`config.mk`:
```
export PLATFORM = sky130hd
export DESIGN_NAME = k_way_sorted_merge_flat
export DESIGN_NICKNAME = d
export VERILOG_FILES = /design/src/sv/kwsm_pkg.sv /design/src/sv/kwsm_in_if.sv /design/src/sv/kwsm_out_if.sv /design/src/sv/kwsm_datapath.sv /design/src/sv/kwsm_ctrl.sv /design/src/sv/k_way_sorted_merge.sv /design/src/flat_wrapper.sv
export VERILOG_INCLUDE_DIRS = /design/src /design/src/sv
export SDC_FILE = /design/constraint.sdc
export NUM_CORES = 2
export LEC_CHECK = 0
export BUFFER_PORTS_ARGS = -buffer_cell sky130_fd_sc_hd__buf_2
export CAP_MARGIN = 15
export CORE_MARGIN = 2
export CORE_UTILIZATION = 63
export DETAILED_ROUTE_END_ITERATION = 10
export PLACE_DENSITY = 0.79
export SETUP_SLACK_MARGIN = 0.5
export SLEW_MARGIN = 40
export SYNTH_ARGS = -nofsm -noshare
export SYNTH_HDL_FRONTEND = slang
export SYNTH_SLANG_ARGS = --single-unit
export TNS_END_PERCENT = 100
```
`constraint.sdc`:
```
create_clock -name clk -period 10.9 [get_ports clk]
set_input_delay 1.09 -clock clk [delete_from_list [all_inputs] [get_ports clk]]
set_output_delay 1.09 -clock clk [all_outputs]
set_load 0.1 [all_outputs]
```
`src/sv/k_way_sorted_merge_assert.svh`:
```
// Assertion macros for the k-way sorted merge block.
// Included by the top level; expects a clock named clk and a reset named rst.
`ifndef K_WAY_SORTED_MERGE_ASSERT_SVH
`define K_WAY_SORTED_MERGE_ASSERT_SVH

// Same-cycle implication, checked outside reset
`define KWSM_ASSERT_IMP(label, ante, cons) \
  label: assert property (@(posedge clk) disable iff (rst) (ante) |-> (cons)) \
    else $error("kwsm: same-cycle check failed");

// Next-cycle implication, checked outside reset
`define KWSM_ASSERT_NXT(label, ante, cons) \
  label: assert property (@(posedge clk) disable iff (rst) (ante) |=> (cons)) \
    else $error("kwsm: next-cycle check failed");

`endif

```
`src/sv/kwsm_pkg.sv`:
```
// Shared constants and controller/datapath handshake types for the merge block.
// No dependencies.
`timescale 1ns / 1ps

package kwsm_pkg;

  localparam int LANES      = 4;
  localparam int LANE_DEPTH = 16;
  localparam int LANE_W     = 2;
  localparam int VALUE_W    = 32;
  localparam int LANE_IDX_W = (LANES > 1) ? $clog2(LANES) : 1;
  localparam int PTR_W      = $clog2(LANE_DEPTH);
  localparam int CNT_W      = $clog2(LANE_DEPTH + 1);
  localparam int ADDR_W     = LANE_IDX_W + PTR_W;
  localparam int MEM_DEPTH  = 2 ** ADDR_W;

  // Input command codes
  localparam logic CMD_PUSH  = 1'b0;
  localparam logic CMD_CLOSE = 1'b1;

  // Commands from controller to datapath
  typedef struct packed {
    logic in_open;
    logic apply;
    logic emit_reject;
    logic emit_marker;
    logic emit_value;
    logic fill;
    logic clear_batch;
  } ctl_cmd_t;

  // Status from datapath to controller
  typedef struct packed {
    logic item_valid;
    logic out_free;
    logic reject;
    logic apply_may_emit;
    logic apply_batch_end;
    logic emit_last;
    logic emit_done;
    logic emit_refill;
  } dp_sts_t;

endpackage

```
`src/sv/kwsm_in_if.sv`:
```
// Input item channel: valid/ready handshake with command, lane and value.
// Depends on kwsm_pkg for field widths.
`timescale 1ns / 1ps

interface kwsm_in_if;
  logic                                 valid;
  logic                                 ready;
  logic                                 command;
  logic [kwsm_pkg::LANE_W-1:0]          lane;
  logic signed [kwsm_pkg::VALUE_W-1:0]  value;

  modport source (output valid, command, lane, value, input ready);
  modport sink   (input valid, command, lane, value, output ready);
endinterface

```
`src/sv/kwsm_out_if.sv`:
```
// Result item channel: valid/ready handshake with merged value and flags.
// Depends on kwsm_pkg for field widths.
`timescale 1ns / 1ps

interface kwsm_out_if;
  logic                                 valid;
  logic                                 ready;
  logic signed [kwsm_pkg::VALUE_W-1:0]  merged_value;
  logic [kwsm_pkg::LANE_W-1:0]          source_lane;
  logic                                 last_of_run;
  logic                                 batch_done;
  logic                                 rejected;

  modport source (output valid, merged_value, source_lane, last_of_run, batch_done, rejected,
                  input ready);
  modport sink   (input valid, merged_value, source_lane, last_of_run, batch_done, rejected,
                  output ready);
endinterface

```
`src/sv/kwsm_datapath.sv`:
```
// Datapath: lane FIFOs (shared memory plus head registers), head minimum select,
// and the result register. Depends on kwsm_pkg, kwsm_in_if, kwsm_out_if.
`timescale 1ns / 1ps

module kwsm_datapath (
  input  logic                clk,
  input  logic                rst,
  input  kwsm_pkg::ctl_cmd_t  cmd,
  output kwsm_pkg::dp_sts_t   sts,
  kwsm_in_if.sink             items,
  kwsm_out_if.source          results
);
  import kwsm_pkg::*;

  localparam int SLOTS = 2 ** LANE_W;

  typedef logic [CNT_W-1:0]          cnt_t;
  typedef cnt_t [LANES-1:0]          cnt_vec_t;
  typedef logic [PTR_W-1:0]          ptr_t;

  typedef struct packed {
    logic                       v;
    logic signed [VALUE_W-1:0]  val;
    logic [LANE_W-1:0]          idx;
  } cand_t;

  // Emission allowed: something held and no open lane empty
  function automatic logic may_emit(input cnt_vec_t c, input logic [LANES-1:0] cl);
    logic any;
    logic blocked;
    any     = 1'b0;
    blocked = 1'b0;
    for (int i = 0; i < LANES; i++) begin
      if (c[i] != '0) any = 1'b1;
      else if (!cl[i]) blocked = 1'b1;
    end
    return any && !blocked;
  endfunction

  // Batch over: every lane closed and empty
  function automatic logic batch_complete(input cnt_vec_t c, input logic [LANES-1:0] cl);
    logic ok;
    ok = 1'b1;
    for (int i = 0; i < LANES; i++) begin
      if (!cl[i] || c[i] != '0) ok = 1'b0;
    end
    return ok;
  endfunction

  function automatic ptr_t bump(input ptr_t p);
    return (p == PTR_W'(LANE_DEPTH - 1)) ? '0 : p + 1'b1;
  endfunction

  // Later candidate wins ties, so the higher lane goes first
  function automatic cand_t pick(input cand_t a, input cand_t b);
    return (b.v && (!a.v || b.val <= a.val)) ? b : a;
  endfunction

  // Item registers
  logic                       cmd_q;
  logic [LANE_W-1:0]          lane_q;
  logic signed [VALUE_W-1:0]  value_q;

  // Lane state
  cnt_vec_t                   cnt;
  ptr_t                       rdp [LANES];
  ptr_t                       wrp [LANES];
  logic [LANES-1:0]           closed;
  logic signed [VALUE_W-1:0]  head [LANES];
  logic [LANE_IDX_W-1:0]      best_q;

  // Lane storage
  logic [VALUE_W-1:0]         mem [MEM_DEPTH];
  logic [VALUE_W-1:0]         mem_q;

  // Result register
  logic                       out_valid;
  logic signed [VALUE_W-1:0]  out_value;
  logic [LANE_W-1:0]          out_lane;
  logic                       out_last;
  logic                       out_done;
  logic                       out_rej;

  logic                       item_take;
  logic                       in_range;
  logic [LANE_IDX_W-1:0]      lidx;
  logic                       reject;
  logic                       do_push;
  cnt_vec_t                   cnt_a;
  logic [LANES-1:0]           closed_a;
  cand_t                      cand [SLOTS];
  cand_t                      win_lo;
  cand_t                      win_hi;
  cand_t                      best;
  logic [LANE_IDX_W-1:0]      bidx;
  cnt_vec_t                   cnt_e;
  logic                       out_free;

  assign items.ready = cmd.in_open;
  assign item_take   = items.valid && items.ready;

  // Capture the accepted item
  always_ff @(posedge clk) begin
    if (item_take) begin
      cmd_q   <= items.command;
      lane_q  <= items.lane;
      value_q <= items.value;
    end
  end

  // Decode the held item against lane state
  always_comb begin
    in_range = {1'b0, lane_q} < (LANE_W + 1)'(LANES);
    lidx     = lane_q[LANE_IDX_W-1:0];
    reject   = (cmd_q == CMD_PUSH) &&
               (!in_range || closed[lidx] || cnt[lidx] >= CNT_W'(LANE_DEPTH));
    do_push  = cmd.apply && (cmd_q == CMD_PUSH) && !reject;
    for (int i = 0; i < LANES; i++) begin
      cnt_a[i]    = cnt[i];
      closed_a[i] = closed[i];
      if (in_range && lidx == LANE_IDX_W'(i)) begin
        if (cmd_q == CMD_PUSH) cnt_a[i] = cnt[i] + 1'b1;
        else closed_a[i] = 1'b1;
      end
    end
  end

  // Select the minimum head over a two-level tree
  always_comb begin
    for (int s = 0; s < SLOTS; s++) begin
      cand[s].idx = LANE_W'(s);
      if (s < LANES) begin
        cand[s].v   = cnt[s] != '0;
        cand[s].val = head[s];
      end else begin
        cand[s].v   = 1'b0;
        cand[s].val = '0;
      end
    end
    win_lo = pick(cand[0], cand[1]);
    win_hi = pick(cand[2], cand[3]);
    best   = pick(win_lo, win_hi);
    bidx   = best.idx[LANE_IDX_W-1:0];
    for (int i = 0; i < LANES; i++) begin
      cnt_e[i] = (bidx == LANE_IDX_W'(i)) ? cnt[i] - 1'b1 : cnt[i];
    end
  end

  assign out_free = !out_valid || results.ready;

  always_comb begin
    sts.item_valid      = items.valid;
    sts.out_free        = out_free;
    sts.reject          = reject;
    sts.apply_may_emit  = may_emit(cnt_a, closed_a);
    sts.apply_batch_end = batch_complete(cnt_a, closed_a);
    sts.emit_last       = !may_emit(cnt_e, closed);
    sts.emit_done       = batch_complete(cnt_e, closed);
    sts.emit_refill     = cnt_e[bidx] != '0;
  end

  // Lane control state: clear on reset or at batch end, push, close, pop
  always_ff @(posedge clk) begin
    if (rst || cmd.clear_batch) begin
      cnt    <= '0;
      closed <= '0;
      for (int i = 0; i < LANES; i++) begin
        rdp[i] <= '0;
        wrp[i] <= '0;
      end
    end else if (cmd.apply) begin
      if (do_push) begin
        wrp[lidx] <= bump(wrp[lidx]);
        cnt[lidx] <= cnt[lidx] + 1'b1;
      end else if (cmd_q == CMD_CLOSE && in_range) begin
        closed[lidx] <= 1'b1;
      end
    end else if (cmd.emit_value) begin
      rdp[bidx] <= bump(rdp[bidx]);
      cnt[bidx] <= cnt_e[bidx];
    end
  end

  // Head registers: load on push into empty lane, refill from memory after pop
  always_ff @(posedge clk) begin
    if (do_push && cnt[lidx] == '0) head[lidx] <= value_q;
    else if (cmd.fill) head[best_q] <= mem_q;
    if (cmd.emit_value) best_q <= bidx;
  end

  // Lane memory: write on push, read next head on pop
  always_ff @(posedge clk) begin
    if (do_push) mem[{lidx, wrp[lidx]}] <= value_q;
    if (cmd.emit_value) mem_q <= mem[{bidx, bump(rdp[bidx])}];
  end

  // Result register
  always_ff @(posedge clk) begin
    if (rst) begin
      out_valid <= 1'b0;
    end else if (cmd.emit_reject || cmd.emit_marker || cmd.emit_value) begin
      out_valid <= 1'b1;
    end else if (results.ready) begin
      out_valid <= 1'b0;
    end
  end

  always_ff @(posedge clk) begin
    if (cmd.emit_reject) begin
      out_value <= value_q;
      out_lane  <= lane_q;
      out_last  <= 1'b1;
      out_done  <= 1'b0;
      out_rej   <= 1'b1;
    end else if (cmd.emit_marker) begin
      out_value <= '0;
      out_lane  <= '0;
      out_last  <= 1'b1;
      out_done  <= 1'b1;
      out_rej   <= 1'b0;
    end else if (cmd.emit_value) begin
      out_value <= best.val;
      out_lane  <= best.idx;
      out_last  <= sts.emit_last;
      out_done  <= sts.emit_last && sts.emit_done;
      out_rej   <= 1'b0;
    end
  end

  assign results.valid        = out_valid;
  assign results.merged_value = out_value;
  assign results.source_lane  = out_lane;
  assign results.last_of_run  = out_last;
  assign results.batch_done   = out_done;
  assign results.rejected     = out_rej;

endmodule

```
`src/sv/kwsm_ctrl.sv`:
```
// Controller: sequences accept, apply, per-value select and head refill.
// Depends on kwsm_pkg.
`timescale 1ns / 1ps

module kwsm_ctrl (
  input  logic                clk,
  input  logic                rst,
  input  kwsm_pkg::dp_sts_t   sts,
  output kwsm_pkg::ctl_cmd_t  cmd
);
  import kwsm_pkg::*;

  localparam logic [1:0] ST_IDLE  = 2'd0;
  localparam logic [1:0] ST_APPLY = 2'd1;
  localparam logic [1:0] ST_EMIT  = 2'd2;
  localparam logic [1:0] ST_FILL  = 2'd3;

  logic [1:0] state;
  logic [1:0] state_next;
  logic       last_run;
  logic       last_run_next;

  always_comb begin
    cmd           = '0;
    state_next    = state;
    last_run_next = last_run;
    unique case (state)
      ST_IDLE: begin
        cmd.in_open = 1'b1;
        if (sts.item_valid) state_next = ST_APPLY;
      end
      ST_APPLY: begin
        if (sts.out_free) begin
          if (sts.reject) begin
            cmd.emit_reject = 1'b1;
            state_next      = ST_IDLE;
          end else begin
            cmd.apply = 1'b1;
            if (sts.apply_may_emit) begin
              state_next = ST_EMIT;
            end else begin
              // Batch ended with nothing to emit: send the marker
              cmd.emit_marker = sts.apply_batch_end;
              cmd.clear_batch = sts.apply_batch_end;
              state_next      = ST_IDLE;
            end
          end
        end
      end
      ST_EMIT: begin
        if (sts.out_free) begin
          cmd.emit_value = 1'b1;
          last_run_next  = sts.emit_last;
          if (sts.emit_refill) begin
            state_next = ST_FILL;
          end else if (sts.emit_last) begin
            cmd.clear_batch = sts.emit_done;
            state_next      = ST_IDLE;
          end
        end
      end
      ST_FILL: begin
        cmd.fill   = 1'b1;
        state_next = last_run ? ST_IDLE : ST_EMIT;
      end
      default: state_next = ST_IDLE;
    endcase
  end

  always_ff @(posedge clk) begin
    if (rst) begin
      state    <= ST_IDLE;
      last_run <= 1'b0;
    end else begin
      state    <= state_next;
      last_run <= last_run_next;
    end
  end

endmodule

```
`src/sv/k_way_sorted_merge.sv`:
```
// K-way merge of ascending signed 32-bit lanes into one ascending stream.
// Each item pushes a value into one of four 16-deep lanes or closes a lane. An item is
// accepted, then applied; after it, each emitted value takes a head compare-and-select
// over the lane heads, then a reload of that lane's head from the single-port lane
// memory, with the reload skipped when the popped lane goes empty. Equal heads
// leave the higher lane first. A push to a full or closed lane yields one rejected result.
// When all lanes are closed and drained the last result carries batch_done and the lanes
// reopen. The result register stalls the block while a result waits to be taken.
`timescale 1ns / 1ps

module k_way_sorted_merge (
  input logic        clk,
  input logic        rst,
  kwsm_in_if.sink    items,
  kwsm_out_if.source results
);
  import kwsm_pkg::*;

  ctl_cmd_t cmd;
  dp_sts_t  sts;

  kwsm_ctrl u_ctrl (
    .clk (clk),
    .rst (rst),
    .sts (sts),
    .cmd (cmd)
  );

  kwsm_datapath u_dp (
    .clk     (clk),
    .rst     (rst),
    .cmd     (cmd),
    .sts     (sts),
    .items   (items),
    .results (results)
  );

`include "k_way_sorted_merge_assert.svh"

  `KWSM_ASSERT_IMP(a_rej_last, results.valid && results.rejected, results.last_of_run && !results.batch_done)
  `KWSM_ASSERT_IMP(a_done_last, results.valid && results.batch_done, results.last_of_run && !results.rejected)
  `KWSM_ASSERT_NXT(a_one_item, items.valid && items.ready, !items.ready)
  `KWSM_ASSERT_IMP(a_no_take_busy, cmd.emit_value, !cmd.in_open && !cmd.apply)

endmodule

```
`src/flat_wrapper.sv`:
```
// flat-port wrapper written by rule: the top's interface ports become plain ports
module k_way_sorted_merge_flat import kwsm_pkg::*;
  (clk, rst, items_valid, items_command, items_lane, items_value, items_ready, results_valid, results_merged_value, results_source_lane, results_last_of_run, results_batch_done, results_rejected, results_ready);
  kwsm_in_if items_i ();
  kwsm_out_if results_i ();
  input logic clk;
  input logic rst;
  input wire logic [$bits(items_i.valid)-1:0] items_valid;
  input wire logic [$bits(items_i.command)-1:0] items_command;
  input wire logic [$bits(items_i.lane)-1:0] items_lane;
  input wire logic [$bits(items_i.value)-1:0] items_value;
  output wire logic [$bits(items_i.ready)-1:0] items_ready;
  output wire logic [$bits(results_i.valid)-1:0] results_valid;
  output wire logic [$bits(results_i.merged_value)-1:0] results_merged_value;
  output wire logic [$bits(results_i.source_lane)-1:0] results_source_lane;
  output wire logic [$bits(results_i.last_of_run)-1:0] results_last_of_run;
  output wire logic [$bits(results_i.batch_done)-1:0] results_batch_done;
  output wire logic [$bits(results_i.rejected)-1:0] results_rejected;
  input wire logic [$bits(results_i.ready)-1:0] results_ready;
  assign items_i.valid = items_valid;
  assign items_i.command = items_command;
  assign items_i.lane = items_lane;
  assign items_i.value = items_value;
  assign items_ready = items_i.ready;
  assign results_valid = results_i.valid;
  assign results_merged_value = results_i.merged_value;
  assign results_source_lane = results_i.source_lane;
  assign results_last_of_run = results_i.last_of_run;
  assign results_batch_done = results_i.batch_done;
  assign results_rejected = results_i.rejected;
  assign results_i.ready = results_ready;
  k_way_sorted_merge u_core (.clk(clk), .rst(rst), .items(items_i), .results(results_i));
endmodule
```
After elaboration in Yosys (flattened, before gate mapping)
Memory sizes are Yosys's and may differ from the RTL's. A register that Yosys moved wholly into a read port is not among the register bits. Cells that the tools add are included.

Register bits after elaboration: 102. RAM bits: 2208. Bits of input ports: 39. Logic and storage cells: 269. Memories kept: 4.

$add $sub $neg: 11. Order comparisons: 8. Eq/ne operators: 16. Multiplexer cells: 136. Bitwise gates (word level): 3. Reductions and logical operators: 74.

Memories: u_core.u_dp.mem (depth 64, width 32, read ports 1, clocked after memory_dff 1, write ports 1, line kwsm_datapath.sv:73) `logic [VALUE_W-1:0] mem [MEM_DEPTH];`; u_core.u_dp.head (depth 4, width 32, read ports 4, clocked after memory_dff 0, write ports 1, line kwsm_datapath.sv:69) `logic signed [VALUE_W-1:0] head [LANES];`; u_core.u_dp.rdp (depth 4, width 4, read ports 1, clocked after memory_dff 0, write ports 4, line kwsm_datapath.sv:66) `ptr_t rdp [LANES];`; u_core.u_dp.wrp (depth 4, width 4, read ports 1, clocked after memory_dff 1, write ports 4, line kwsm_datapath.sv:67) `ptr_t wrp [LANES];`.

Operator list (number): 2-to-1 mux 32 bit (4); <= comparator 32 bit (3); 2-to-1 mux 5 bit (16); 2-to-1 mux 1 bit (79); 2-to-1 mux 35 bit (2); nonzero test 5 bit (13); 2-to-1 mux 20 bit (3); bitwise mux 20 bit (2); 2-to-1 mux 34 bit (1); OR reduction 32 bit (1); 2-to-1 mux 2 bit (15); adder 5 x 1 -> 5 bit (second input constant) (5); binary-select mux 5 bit (select 2 bit) (2); demux 5 bit (select 2 bit) (2); subtractor 5 x 1 -> 5 bit (second input constant) (4); logical NOT 1 bit (16); logical OR 1 bit (16); 2-to-1 mux 4 bit (4); logical AND 1 bit (13); == test 2 bit (second input constant) (6); adder 4 x 1 -> 4 bit (second input constant) (2); == test 4 bit (second input constant) (2); case mux 2 bit (4 select lines) (1); OR reduction 4 bit (2); other kinds (21) (34).

Longest topological paths before layout
Depth in word-level cells: 30. Depth in mapped cells: 36.

Hierarchy
From an unflattened synthesis, not the netlist that was laid out.

Cell total of the unflattened synthesis: 5619. Area, all modules: 95126.2 um2.

Modules (own cells, without submodules): kwsm_datapath (times used 1, cells each 5584, area an instance 94810.9 um2); kwsm_ctrl (times used 1, cells each 35, area an instance 315.3 um2).

Worst setup path before layout
OpenSTA, ideal clock, no wires.

Path type: register to register. Start point: mem u_core.u_dp.head[1][7]. End point: reg u_core.u_dp.mem_q[12] (read register of u_core.u_dp.mem) (data pin). Data arrival time: 7.751 ns. Slack: 2.879 ns. Cell stages (with the launch flop): 33. Buffers on the path: 8. Cells stage by stage: edfxtp_1 > ha_1 > nand4_1 > or3_1 > a21o_1 > a31o_1 > and2_1 > buf_2 > xnor2_2 > o21a_1 > clkbuf_1 > clkbuf_1 > mux2i_1 > ha_1 > nand4_1 > nor3_1 > a221o_1 > a211o_1 > o41ai_1 > or2_1 > inv_2 > mux2i_1 > clkbuf_1 > ha_1 > nor4bb_1 > or3_1 > buf_6 > buf_6 > buf_2 > buf_2 > mux4_2 > a22oi_1 > nand4_1.

RTL lines: start, declared (line kwsm_datapath.sv:69); end, declared (line kwsm_datapath.sv:74) `logic [VALUE_W-1:0] mem_q;`.

==> flow_summary_export.csv <==
group,metric,value,unit
outcome,status,"finished clean",
setup_path,reg2reg_from,"u_core.u_dp.head[3][10]$_DFFE_PP_",
grt,grt_pass1_vias,50770,
floorplan,die-width,387.9,um
pwr,ir_drop,0.0002033,V
clocking,cts_root_buf,"clkbuf_16",
worst_hold_path,hp-class,"in -> reg",
floorplan,die-height,387.9,um
place,pre_cts_ws,0.5438,ns
synthesis,synth_top_area_frac,0.7475,
cells_and_area,final-instance-count-excl-fill,6999,
timing,fin_setup_tns,0,ns
timing,fin_ws,0.7853,ns
route,drtIter0Drc,9435,
timing,final_hold_viol_count,0,
pwr,power.density,193.1,nW/um^2
cells_and_area,final_nets,5047,
route,drt_wl_total,271600,um
synthesis,synth_fa_ha_area_frac,0.01510,
synthesis,synth_nets,4778,
route,dr.pass1.iters,6,
cells_and_area,fillCellCount,8193,
setup_path,cp_slowest_cell,"nand4_1",
floorplan,initial_core_util,0.6362,
clocking,cts.clk_slew.worst_paths,0.06,ns
synthesis,yosysMostFrequentCell,"edfxtp_1",
synthesis,synth_seq_cells,2344,
floorplan,io_pins,78,
worst_hold_path,hold-path-endpoint,"u_core.u_dp.value_q[0]$_DFFE_PP_",
timing,clock_skew,0.03551,ns
synthesis,synthSimpleGateAreaFrac,0.03279,
setup_path,worstSetupPathType,"reg -> reg",
timing,finalCritPeriodShare,0.9280,
place,placedCellCount,6584,
synthesis,synth.distinct_cells,79,
setup_path,rrSetupSlack,0.79,ns
route,wl_per_cell,38.80,um
synthesis,synthXorXnorAreaFrac,0.002062,
synthesis,synth_area,92830,sq um
cells_and_area,multi_input_area,21920,sq um
synthesis,syn_area_per_cell,20.06,sq um
setup_path,slowest_delay,0.78,ns
route,via_per_inst,7.422,
setup_path,end_kind,"register",
flow_run,max_cap_viol_count,0,
timing,max_freq,98.87,MHz
grt,grt_pass1_wl,378300,um
synthesis,ys_seq_area_frac,0.7546,
timing,relSlewSlack,0.3162,
synthesis,synth_mux_area_frac,0.1345,
timing,setup_viol,0,
worst_hold_path,hold_depth,1,
setup_path,worstSetupStartpointType,"register",
setup_path,path_max_fanout,23,
grt,grt_overflow,0,
cells_and_area,syn_to_final_growth,11.84,%
synthesis,async_reset_ff_frac,0,
clocking,cts.sinks,2344,
clocking,clockBufferDepth,3,
grt,grt_max_degree,75,
route,drc_errors,0,
clocking,cts_max_level,4,
setup_path,rr_worst_depth,31,
setup_path,timing.rr.end,"u_core.u_dp.mem_q[0]$_DFFE_PP_",
timing,finalCriticalPeriod,10.11,ns
clocking,clock_latency,0.85,ns
setup_path,required,11.47,ns
synthesis,synth_area_leader_cell,"edfxtp_1",
route,ant_nets,0,
grt,antenna_found_initial,24,
synthesis,synthTopCellsByCount,"edfxtp_1, mux4_2, a22oi_1, nand2_1, nor2_1",
synthesis,synth_ff_type,"edfxtp_1",
grt,grt_use_total,0.3621,
synthesis,synth_edf_count,2311,
place,hpwl,145600,um
floorplan,dieArea,150400,sq um
synthesis,syn_inst,4627,
cells_and_area,final-seq-area,70060,sq um
synthesis,synth_compound_area_frac,0.04453,
clocking,cts_made_buffers,215,
setup_path,cp.arrival,10.69,ns
synthesis,synth_top_family_by_area,"multiplexers",
worst_hold_path,min_from,"items_value[0]",
timing,rsz0062_at_grt,"false",
pwr,power,20.04,mW
pwr,power_leakage,32.90,nW
synthesis,ys_top_cells_by_area,"edfxtp_1, mux4_2, a22oi_1, ha_1, dfxtp_1",
place,place_congestion,0.9236,
place,port_buffers,77,
synthesis,synth_warnings,0,
clocking,cts_hold_buf,0,
floorplan,coreArea,145900,sq um
timing,final_max_slew_viol_count,0,
floorplan,std_cell_rows,140,
route,num_vias,51950,
timing,worstMarginPinSlew,1.026,ns
clocking,cts_tree,"yes",
cells_and_area,drive_gt1_frac,0.2433,
-- registers in the layout, indices dropped and copies added, names as in the netlist, named ones only --
register / cells
u_core.u_dp.results.last_of_run: 1
u_core.u_dp.results.source_lane: 2
u_core.u_dp.head: 128
u_core.u_dp.mem_q: 32
u_core.u_dp.cmd_q: 1
u_core.u_dp.results.rejected: 1
u_core.u_dp.lane_q: 2
u_core.u_dp.closed: 4
u_core.u_dp.results.merged_value: 32
u_core.u_dp.mem: 2048
u_core.u_dp.results.valid: 1
u_core.u_dp.cnt: 20
u_core.u_dp.best_q: 2
u_core.u_dp.wrp: 16
u_core.u_dp.rdp: 16
u_core.u_ctrl.last_run: 1
u_core.u_ctrl.state: 2
u_core.u_dp.results.batch_done: 1
u_core.u_dp.value_q: 32
-- placed cells by master, fill, tap and decap left out, drive strengths merged, types with 36 or more instances in the layout --
cell       n
a22o      44
edfxtp  2311
clkbuf   254
clkinv   109
nor3      36
o21ai    106
mux2i     63
ha       112
nand2    171
a22oi    244
nand4     77
a21oi     60
inv      101
mux2      41
nor2     156
buf      288
mux4     506
-- logic make-up (layout without fill, tap and decap cells) --
kind of cell / after synthesis / after routing
AO/OA/AOI/OAI: 592 / 593
XOR/XNOR: 21 / 21
AND/OR/NAND/NOR: 616 / 616
multiplexers: 610 / 610
adder cells (fa/ha/maj): 112 / 112
flip-flops: 2344 / 2344
buffers and inverters: 332 / 771
other: 0 / 15
-- per-stage QoR --
step	hold slack [ns]	util	area [sq um]
after floorplan	0.4687	-	92830
after global placement	0.4712	0.6635	96820
after detailed placement	0.4871	0.6641	96900
after CTS	0.3751	0.7101	103600
after global routing	0.3949	0.7113	103800
final	0.4191	0.7115	103800
-- where the power goes --
group	switching, mW	total (mW)	leakage, nW	internal, mW
clock	3.31	7.32	3.28	4.01
sequential	0.0355	10.1	21.1	10.0
combinational	1.61	2.66	8.50	1.05
-- per-layer routing --
metal / wire length [um] / up-vias / global-route usage / part of all wire
li1: - / 19860 / - / -
met1: 88490 / 26150 / 0.4835 / 0.33
met2: 125200 / 4952 / 0.5528 / 0.46
met3: 38640 / 964 / 0.08872 / 0.14
met4: 19140 / 18 / 0.2092 / 0.070
met5: 133 / - / 0 / 0.00049
-- how the worst max path moves through the flow --
stage | from | end | slack, ns | cells after the start
after floorplan | u_core.u_dp.head[1][7]$_DFFE_PP_ | u_core.u_dp.mem_q[12]$_DFFE_PP_ | 2.88 | 32
after global placement | u_core.u_dp.head[3][7]$_DFFE_PP_ | u_core.u_dp.mem_q[21]$_DFFE_PP_ | 0.69 | 29
after detailed placement | u_core.u_dp.head[3][7]$_DFFE_PP_ | u_core.u_dp.mem_q[21]$_DFFE_PP_ | 0.54 | 29
after CTS | u_core.u_dp.head[3][7]$_DFFE_PP_ | u_core.u_dp.mem_q[21]$_DFFE_PP_ | 0.76 | 29
after global routing | u_core.u_dp.head[3][10]$_DFFE_PP_ | u_core.u_dp.mem_q[21]$_DFFE_PP_ | 0.49 | 30
final | u_core.u_dp.head[3][10]$_DFFE_PP_ | u_core.u_dp.mem_q[0]$_DFFE_PP_ | 0.79 | 31
-- critical path, delay by kind of cell (launching register included) --
kind,cells,cell delay (ns)
compound gates,11,3.47
simple gates,9,2.62
buf+inv,6,1.43
mux,2,0.93
fa+ha+maj,3,0.91
flops,1,0.39
-- final cells by class --
class / count / share of cell area
Sequential cell: 2344 / 0.6748
Multi-Input combinational cell: 1952 / 0.2111
Clock buffer: 252 / 0.05376
Tap cell: 1917 / 0.02310
Timing Repair Buffer: 290 / 0.02258
Clock inverter: 136 / 0.01092
Inverter: 93 / 0.003362
Antenna cell: 15 / 0.0003615
-- what timing repair did --
item | CTS | global route
pin swaps | 1 | 3
gates resized for setup | 1 | 0
cloned | 0 | 1
setup buffers | 0 | 7
setup endpoints to repair | 1 | 5
No activity file was read; power rests on OpenSTA's default activity.
